### config.mk
export PLATFORM = sky130hd
export DESIGN_NAME = breakpoint_table_interpolator_unit
export DESIGN_NICKNAME = d
export VERILOG_FILES = /design/src/design/btip_pkg.sv /design/src/design/breakpoint_table_interpolator_unit.sv /design/src/design/btip_cell.sv
export SDC_FILE = /design/constraint.sdc
export NUM_CORES = 2
export LEC_CHECK = 0
export ABC_AREA = 1
export BUFFER_PORTS_ARGS = -buffer_cell sky130_fd_sc_hd__buf_4
export CAP_MARGIN = 20
export CORE_ASPECT_RATIO = 1.75
export CORE_MARGIN = 2
export CORE_UTILIZATION = 56
export CTS_CLUSTER_SIZE = 8
export DETAILED_ROUTE_END_ITERATION = 7
export GPL_ROUTABILITY_DRIVEN = 0
export GPL_TIMING_DRIVEN = 0
export PLACE_DENSITY = 0.72
export SLEW_MARGIN = 0
export SYNTH_ARGS = -nofsm -noshare
export SYNTH_HDL_FRONTEND = slang
export SYNTH_HIERARCHICAL = 1
export SYNTH_SLANG_ARGS = --single-unit
### constraint.sdc
create_clock -name clk -period 10.5 [get_ports clk]
set_input_delay 0.525 -clock clk [delete_from_list [all_inputs] [get_ports clk]]
set_output_delay 0.525 -clock clk [all_outputs]
set_load 0.02 [all_outputs]
### src/design/btip_pkg.sv
package btip_pkg;

  localparam int POINTS_DEF = 16;
  localparam int VW_DEF     = 16;

  localparam logic [1:0] MODE_LEFT    = 2'd0;
  localparam logic [1:0] MODE_RIGHT   = 2'd1;
  localparam logic [1:0] MODE_NEAREST = 2'd2;
  localparam logic [1:0] MODE_LINEAR  = 2'd3;

  localparam logic [1:0] RANGE_IN   = 2'd0;
  localparam logic [1:0] RANGE_LOW  = 2'd1;
  localparam logic [1:0] RANGE_HIGH = 2'd2;

  localparam logic [1:0] REG_INTERP = 2'd0;
  localparam logic [1:0] REG_EDGE   = 2'd1;
  localparam logic [1:0] REG_COUNT  = 2'd2;

  localparam logic REQ_WRITE = 1'b0;
  localparam logic REQ_QUERY = 1'b1;

  // data lanes carried along the cell row
  localparam int D_QX = 0;
  localparam int D_LX = 1;
  localparam int D_LY = 2;
  localparam int D_X0 = 3;
  localparam int D_Y0 = 4;
  localparam int D_X1 = 5;
  localparam int D_Y1 = 6;
  localparam int D_FX = 7;
  localparam int D_FY = 8;
  localparam int D_EX = 9;
  localparam int D_EY = 10;
  localparam int DN   = 11;

  typedef struct packed {
    logic valid;
    logic hit;
  } tok_t;

endpackage

### src/design/breakpoint_table_interpolator_unit.sv
// channel | direction | handshake            | words
// in_     | input     | in_valid / in_stall  | write breakpoint or query
// out_    | output    | out_valid / out_stall| one per query
// cfg_    | input     | APB write/read       | interp_mode, edge_mode, point_count
// A write word is stored in its cell when taken. A query walks the cell row one cell per cycle;
// step, nearest and edge results are ready at its end; linear adds a multiply
// state (S_MUL) and the shift-subtract divider (S_DIV) before the result.
// Input is stalled while a query is in flight; a finished word waits in the
// output register while the next input word is taken.
// Reset (synchronous, rst_n low) sets control regs; table and data stay undefined.
module breakpoint_table_interpolator_unit #(
  parameter int POINTS = btip_pkg::POINTS_DEF,
  parameter int VW     = btip_pkg::VW_DEF
) (
  input  logic                  clk,
  input  logic                  rst_n,
  input  logic                  in_valid,
  output logic                  in_stall,
  input  logic                  in_req_type,
  input  logic [3:0]            in_point_index,
  input  logic signed [VW-1:0]  in_point_x,
  input  logic signed [VW-1:0]  in_point_y,
  input  logic signed [VW-1:0]  in_query_x,
  output logic                  out_valid,
  input  logic                  out_stall,
  output logic signed [VW-1:0]  out_result_value,
  output logic [1:0]            out_range_status,
  input  logic                  cfg_psel,
  input  logic                  cfg_penable,
  input  logic                  cfg_pwrite,
  input  logic [3:0]            cfg_paddr,
  input  logic [31:0]           cfg_pwdata,
  output logic [31:0]           cfg_prdata,
  output logic                  cfg_pready
);
  import btip_pkg::*;

  localparam int CW  = $clog2(POINTS + 1);
  localparam int PW  = 2 * VW + 2;
  localparam int DCW = $clog2(PW + 1);

  typedef enum logic [4:0] {
    S_IDLE = 5'b00001,
    S_SCAN = 5'b00010,
    S_MUL  = 5'b00100,
    S_DIV  = 5'b01000,
    S_DONE = 5'b10000
  } state_t;

  state_t state_r, state_nxt;

  logic [1:0] interp_mode_r;
  logic       edge_mode_r;
  logic [4:0] point_count_r;
  logic       cfg_wr;

  logic [CW-1:0] cnt;
  logic          in_acc, w_acc, q_acc;

  tok_t                  tok_w [POINTS+1];
  logic [DN-1:0][VW-1:0] dat_w [POINTS+1];

  logic signed [VW-1:0] res_r, res_nxt, y0_r, y0_nxt;
  logic [1:0]           stat_r, stat_nxt;
  logic                 lin_r, lin_nxt, neg_r, neg_nxt;
  logic [VW:0]          span_r, span_nxt, off_r, off_nxt, mdy_r, mdy_nxt;
  logic [PW-1:0]        prod_r, prod_nxt;
  logic [VW+1:0]        rem_r, rem_nxt, trial;
  logic [DCW-1:0]       dcnt_r, dcnt_nxt;

  logic                 out_valid_r, out_valid_nxt;
  logic signed [VW-1:0] out_val_r;
  logic [1:0]           out_stat_r;
  logic                 out_load;

  logic signed [VW-1:0] t_qx, t_x0, t_y0, t_x1, t_y1;
  logic signed [VW:0]   t_span, t_off, t_dy;
  logic signed [VW+1:0] t_two_q, t_mid;

  // configuration
  assign cfg_pready = 1'b1;
  assign cfg_wr     = cfg_psel & cfg_penable & cfg_pwrite;

  always_ff @(posedge clk) begin
    if (!rst_n) begin
      interp_mode_r <= MODE_LINEAR;
      edge_mode_r   <= 1'b0;
      point_count_r <= 5'd2;
    end else if (cfg_wr) begin
      unique case (cfg_paddr[3:2])
        REG_INTERP: interp_mode_r <= cfg_pwdata[1:0];
        REG_EDGE:   edge_mode_r   <= cfg_pwdata[0];
        REG_COUNT:  point_count_r <= cfg_pwdata[4:0];
        default: ;
      endcase
    end
  end

  always_comb begin
    unique case (cfg_paddr[3:2])
      REG_INTERP: cfg_prdata = {30'd0, interp_mode_r};
      REG_EDGE:   cfg_prdata = {31'd0, edge_mode_r};
      REG_COUNT:  cfg_prdata = {27'd0, point_count_r};
      default:    cfg_prdata = '0;
    endcase
  end

  always_comb begin
    if (point_count_r < 5'd2) begin
      cnt = CW'(2);
    end else if (32'(point_count_r) > POINTS) begin
      cnt = CW'(POINTS);
    end else begin
      cnt = CW'(point_count_r);
    end
  end

  // input side
  assign in_stall = (state_r != S_IDLE);
  assign in_acc   = in_valid & ~in_stall;
  assign w_acc    = in_acc & (in_req_type == REQ_WRITE);
  assign q_acc    = in_acc & (in_req_type == REQ_QUERY);

  always_comb begin
    tok_w[0]       = '{valid: q_acc, hit: 1'b0};
    dat_w[0]       = '0;
    dat_w[0][D_QX] = in_query_x;
  end

  for (genvar g = 0; g < POINTS; g++) begin : g_cell
    btip_cell #(.VW(VW), .CW(CW), .IDX(g)) u_cell (
      .clk   (clk),
      .rst_n (rst_n),
      .wr_en (w_acc && (32'(in_point_index) == g)),
      .wr_x  (in_point_x),
      .wr_y  (in_point_y),
      .cnt   (cnt),
      .tok_i (tok_w[g]),
      .dat_i (dat_w[g]),
      .tok_o (tok_w[g+1]),
      .dat_o (dat_w[g+1])
    );
  end

  // evaluation at the end of the row
  assign t_qx    = $signed(dat_w[POINTS][D_QX]);
  assign t_x0    = $signed(dat_w[POINTS][D_X0]);
  assign t_y0    = $signed(dat_w[POINTS][D_Y0]);
  assign t_x1    = $signed(dat_w[POINTS][D_X1]);
  assign t_y1    = $signed(dat_w[POINTS][D_Y1]);
  assign t_span  = (VW+1)'(t_x1) - (VW+1)'(t_x0);
  assign t_off   = (VW+1)'(t_qx) - (VW+1)'(t_x0);
  assign t_dy    = (VW+1)'(t_y1) - (VW+1)'(t_y0);
  assign t_two_q = (VW+2)'(t_qx) <<< 1;
  assign t_mid   = (VW+2)'(t_x0) + (VW+2)'(t_x1);

  assign trial = {rem_r[VW:0], prod_r[PW-1]};

  always_comb begin
    state_nxt = state_r;
    res_nxt   = res_r;
    stat_nxt  = stat_r;
    lin_nxt   = lin_r;
    neg_nxt   = neg_r;
    y0_nxt    = y0_r;
    span_nxt  = span_r;
    off_nxt   = off_r;
    mdy_nxt   = mdy_r;
    prod_nxt  = prod_r;
    rem_nxt   = rem_r;
    dcnt_nxt  = dcnt_r;
    out_load  = 1'b0;
    unique case (state_r)
      S_IDLE: begin
        if (q_acc) begin
          state_nxt = S_SCAN;
        end
      end
      S_SCAN: begin
        if (tok_w[POINTS].valid) begin
          lin_nxt   = 1'b0;
          state_nxt = S_DONE;
          if (t_qx <= $signed(dat_w[POINTS][D_FX])) begin
            stat_nxt = RANGE_LOW;
            res_nxt  = edge_mode_r ? '0 : $signed(dat_w[POINTS][D_FY]);
          end else if (t_qx > $signed(dat_w[POINTS][D_EX])) begin
            stat_nxt = RANGE_HIGH;
            res_nxt  = edge_mode_r ? '0 : $signed(dat_w[POINTS][D_EY]);
          end else begin
            stat_nxt = RANGE_IN;
            if (!tok_w[POINTS].hit) begin
              res_nxt = $signed(dat_w[POINTS][D_EY]);
            end else begin
              unique case (interp_mode_r)
                MODE_LEFT:    res_nxt = t_y0;
                MODE_RIGHT:   res_nxt = t_y1;
                MODE_NEAREST: res_nxt = (t_two_q > t_mid) ? t_y1 : t_y0;
                default: begin
                  res_nxt = t_y0;
                  if (t_span > 0 && t_off >= 0) begin
                    lin_nxt   = 1'b1;
                    y0_nxt    = t_y0;
                    neg_nxt   = t_dy[VW];
                    mdy_nxt   = t_dy[VW] ? (VW+1)'(-t_dy) : t_dy;
                    span_nxt  = t_span;
                    off_nxt   = t_off;
                    state_nxt = S_MUL;
                  end
                end
              endcase
            end
          end
        end
      end
      S_MUL: begin
        prod_nxt  = PW'(mdy_r) * PW'(off_r);
        rem_nxt   = '0;
        dcnt_nxt  = '0;
        state_nxt = S_DIV;
      end
      S_DIV: begin
        if (trial >= {1'b0, span_r}) begin
          rem_nxt  = trial - {1'b0, span_r};
          prod_nxt = {prod_r[PW-2:0], 1'b1};
        end else begin
          rem_nxt  = trial;
          prod_nxt = {prod_r[PW-2:0], 1'b0};
        end
        dcnt_nxt = dcnt_r + DCW'(1);
        if (dcnt_r == DCW'(PW - 1)) begin
          state_nxt = S_DONE;
        end
      end
      S_DONE: begin
        if (!out_valid_r || !out_stall) begin
          out_load  = 1'b1;
          state_nxt = S_IDLE;
        end
      end
      default: state_nxt = S_IDLE;
    endcase
  end

  always_comb begin
    out_valid_nxt = out_valid_r;
    if (out_load) begin
      out_valid_nxt = 1'b1;
    end else if (out_valid_r && !out_stall) begin
      out_valid_nxt = 1'b0;
    end
  end

  always_ff @(posedge clk) begin
    if (!rst_n) begin
      state_r     <= S_IDLE;
      out_valid_r <= 1'b0;
      dcnt_r      <= '0;
    end else begin
      state_r     <= state_nxt;
      out_valid_r <= out_valid_nxt;
      dcnt_r      <= dcnt_nxt;
    end
  end

  always_ff @(posedge clk) begin
    res_r  <= res_nxt;
    stat_r <= stat_nxt;
    lin_r  <= lin_nxt;
    neg_r  <= neg_nxt;
    y0_r   <= y0_nxt;
    span_r <= span_nxt;
    off_r  <= off_nxt;
    mdy_r  <= mdy_nxt;
    prod_r <= prod_nxt;
    rem_r  <= rem_nxt;
    if (out_load) begin
      out_stat_r <= stat_r;
      if (lin_r) begin
        out_val_r <= neg_r ? (y0_r - $signed(prod_r[VW-1:0]))
                           : (y0_r + $signed(prod_r[VW-1:0]));
      end else begin
        out_val_r <= res_r;
      end
    end
  end

  assign out_valid        = out_valid_r;
  assign out_result_value = out_val_r;
  assign out_range_status = out_stat_r;

`ifndef SYNTHESIS
  a_out_from_done: assert property (@(posedge clk) disable iff (!rst_n)
    $rose(out_valid_r) |-> $past(state_r == S_DONE))
    else $error("result word raised outside done state");
  a_tail_in_scan: assert property (@(posedge clk) disable iff (!rst_n)
    tok_w[POINTS].valid |-> state_r == S_SCAN)
    else $error("query left the cell row outside scan");
  a_div_count: assert property (@(posedge clk) disable iff (!rst_n)
    state_r == S_DIV |-> dcnt_r < DCW'(PW))
    else $error("divider step count overrun");
`endif

endmodule

### src/design/btip_cell.sv
module btip_cell #(
  parameter int VW  = btip_pkg::VW_DEF,
  parameter int CW  = 5,
  parameter int IDX = 0
) (
  input  logic                           clk,
  input  logic                           rst_n,
  input  logic                           wr_en,
  input  logic [VW-1:0]                  wr_x,
  input  logic [VW-1:0]                  wr_y,
  input  logic [CW-1:0]                  cnt,
  input  btip_pkg::tok_t                 tok_i,
  input  logic [btip_pkg::DN-1:0][VW-1:0] dat_i,
  output btip_pkg::tok_t                 tok_o,
  output logic [btip_pkg::DN-1:0][VW-1:0] dat_o
);
  import btip_pkg::*;

  localparam logic [CW-1:0] IDX_C = CW'(IDX);

  logic [VW-1:0]          x_r, y_r;
  tok_t                   tok_r, tok_nxt;
  logic [DN-1:0][VW-1:0]  dat_r, dat_nxt;

  always_comb begin
    tok_nxt = tok_i;
    dat_nxt = dat_i;
    dat_nxt[D_LX] = x_r;
    dat_nxt[D_LY] = y_r;
    if (IDX == 0) begin
      dat_nxt[D_FX] = x_r;
      dat_nxt[D_FY] = y_r;
    end
    if (IDX_C == cnt - CW'(1)) begin
      dat_nxt[D_EX] = x_r;
      dat_nxt[D_EY] = y_r;
    end
    if (IDX != 0 && IDX_C < cnt && tok_i.valid && !tok_i.hit &&
        $signed(dat_i[D_QX]) < $signed(x_r)) begin
      tok_nxt.hit   = 1'b1;
      dat_nxt[D_X0] = dat_i[D_LX];
      dat_nxt[D_Y0] = dat_i[D_LY];
      dat_nxt[D_X1] = x_r;
      dat_nxt[D_Y1] = y_r;
    end
  end

  always_ff @(posedge clk) begin
    if (!rst_n) begin
      tok_r <= '0;
    end else begin
      tok_r <= tok_nxt;
    end
  end

  always_ff @(posedge clk) begin
    dat_r <= dat_nxt;
    if (wr_en) begin
      x_r <= wr_x;
      y_r <= wr_y;
    end
  end

  assign tok_o = tok_r;
  assign dat_o = dat_r;

endmodule

==> run_results.csv <==
group,metric,value,unit
pwr,pwr_density_cell,206,mW/mm^2
critical_path,start_kind,"flip-flop",
layout,drive_gt1_share,11.5,%
sta,worst_pin_slew,1.08,ns
routing,viasPerCell,5.32,
synthesis,syn_inst,12100,
clock_tree,path_clk_slew,0.05,ns
grt,grt_pass1_wl,507000,um
pwr,p_leak,66.7,nW
clock_tree,post_cts_buffers,0,
grt,grt_pass1_vias,91400,
routing,drt_iter0_markers,5489,
sta,maxSlewViolCount,0,
sta,grt_setup_unrepaired,"false",
layout,stdcell_area,0.145,mm^2
pwr,vdd_drop_max,0.196,mV
floorplanning,rows,229,
routing,drc,6,
synthesis,syn_area,0.125,mm^2
sta,final.period_utilization,72.6,%
critical_path,crit_path_end_kind,"flip-flop",
min_path,hold_path.class,"in -> reg",
floorplanning,die_w,361,um
sta,fmax,131,MHz
placed_design,placed_area,0.131,mm^2
clock_tree,cts_tree,"yes",
layout,area_growth,15.5,%
placed_design,io_buffers,91,
routing,dr.pass1.iters,8,
synthesis,syn_area_per_cell,10.4,um^2
critical_path,critPathArrivalTime,8.17,ns
placed_design,dpl.hpwl,259000,um
floorplanning,start_util,56.3,%
routing,drtAntennaViolNets,0,
job,maxCapViolCount,0,
grt,antenna_found_initial,10,
critical_path,slowest_stage,"clkbuf_1",
critical_path,path_class,"reg -> reg",
sta,finalSetupTns,0,ns
clock_tree,cts_max_level,5,
clock_tree,clock_latency,0.93,ns
routing,wl_per_cell,21.0,um
sta,hold_viol,0,
layout,finalNetCount,13600,
grt,grt_max_degree,36,
floorplanning,dieArea,0.227,mm^2
critical_path,worstPathRequired,11.05,ns
routing,vias,85200,
outcome,status,"finished with violations",
sta,finalSetupViolations,0,
synthesis,ys.warnings.count,6,
clock_tree,ctsLongestPathBuffers,4,
clock_tree,holdBufCountCts,50,
floorplanning,boundaryPins,149,
clock_tree,cts-root-buf,"clkbuf_16",
floorplanning,die_y,629,um
grt,grt_usage,29.3,%
clock_tree,cts_resized,0,
clock_tree,numCtsBuffers,476,
critical_path,crit_family,"adder cells",
clock_tree,numClockSinks,3472,
critical_path,path_max_fanout,10,
routing,drt_wl_total,337000,um
outcome,violations,"design-rule violations",
floorplanning,core_area,0.222,mm^2
critical_path,crit_chain,"clkbuf_1 -> clkbuf_1 -> nand2_1 -> fa_1 -> inv_1 -> fa_1 -> inv_1 -> fa_1 -> inv_1 -> fa_1 -> fa_1 -> inv_1 -> fa_1 -> inv_1 -> ha_1 -> a21oi_1 -> inv_1 -> nor2_1 -> o21ai_1 -> nand2_1 -> nand2_1 -> a21oi_1 -> xor2_1 -> o21ai_0",
sta,finalCriticalPeriod,7.62,ns
sta,relSlewSlack,27.9,%
layout,post-route-util,65.1,%
critical_path,crit_buf_inv,8,
sta,fin_worst_skew,0.0787,ns
critical_path,cpPeakStageDelay,0.71,ns
grt,grt_overflow,0,
==> sequential cells by signal, summed over array words and instances, names as in the netlist, 2 cells and up <==
signal	flops
interp_mode_r	2
g_cell.u_cell/dat_o	2752
stat_r	2
res_r	16
g_cell.u_cell/tok_o	32
span_r	17
out_range_status	2
mdy_r	17
out_result_value	16
state_r	5
rem_r	17
off_r	17
g_cell.u_cell/y_r	256
point_count_r	5
dcnt_r	6
g_cell.u_cell/x_r	256
y0_r	16
prod_r	34
==> worst paths after layout <==
check	slack [ns]	start	end	depth (start not counted)
worst max-delay path	2.88	mdy_r[5]	prod_r[24]	24
worst min-delay path	0.04	in_point_x[10]	g_cell[1].u_cell/x_r[10]	1
worst max register to register	2.88	mdy_r[5]	prod_r[24]	24
worst min register to register	0.27	g_cell[1].u_cell/dat_o[121]	g_cell[2].u_cell/dat_o[121]	0
==> metal layers <==
| metal | wire, um | track usage [%] |
|---|---|---|
| met3 | 13600 | 4.33 |
| met1 | 98200 | 23.3 |
| met2 | 183000 | 56.7 |
| met4 | 42300 | 31.9 |
| met5 | 0 | 0 |
==> placed cells by master, fill, tap and decap left out, types with 21 or more instances in the layout <==
cell type	n
dlygate4sd3_1	50
nor2_1	229
xor2_1	68
o21ai_1	70
buf_12	30
nor3_1	24
ha_1	484
buf_8	21
mux2_2	238
o21ai_0	322
buf_2	210
o21a_1	22
dfxtp_1	2804
buf_6	63
xnor2_1	29
nand3_1	161
nand4_1	1030
buf_4	239
a21oi_1	316
edfxtp_1	668
nand2_2	129
clkbuf_16	479
inv_1	1106
clkbuf_1	497
nand2_1	3235
fa_1	230
conb_1	125
==> final cells by class <==
cell class	instances	area, um^2
Antenna cell	6	15.0
Buffer	682	4170
Clock buffer	760	13100
Clock inverter	22	464
Fill cell	16900	77700
Inverter	1115	4190
Multi-Input combinational cell	6912	41200
Sequential cell	3472	76200
Tap cell	2887	3610
Timing Repair Buffer	171	1710
==> through the flow <==
step	power (mW)	worst slack, ns	hold slack, ns	std cells
final	29.8	2.88	0.0375	16000
after global routing	30.8	2.57	0.0230	16000
after CTS	29.9	3.19	0.000389	16000
after detailed placement	16.3	3.21	0.312	15200
after global placement	16.2	1.70	0.313	15200
after floorplan	15.7	4.59	0.310	12200
==> worst register-to-register path, cell delays in order (launching register included) <==
cell,delay (ns)
edfxtp_1,0.33
clkbuf_1,0.71
clkbuf_1,0.65
nand2_1,0.18
fa_1,0.57
inv_1,0.05
fa_1,0.50
inv_1,0.05
fa_1,0.49
inv_1,0.07
fa_1,0.53
fa_1,0.55
inv_1,0.06
fa_1,0.53
inv_1,0.05
ha_1,0.36
a21oi_1,0.24
inv_1,0.07
nor2_1,0.10
o21ai_1,0.14
nand2_1,0.10
nand2_1,0.08
a21oi_1,0.30
xor2_1,0.37
o21ai_0,0.21
==> report_power, final <==
group	total, mW	switching [mW]	internal (mW)
sequential	14.5	0.228	14.2
clock	13.7	5.31	8.37
combinational	1.64	1.06	0.572
total	29.8	6.60	23.2
Note: power is estimated with default switching activity, not from simulation.
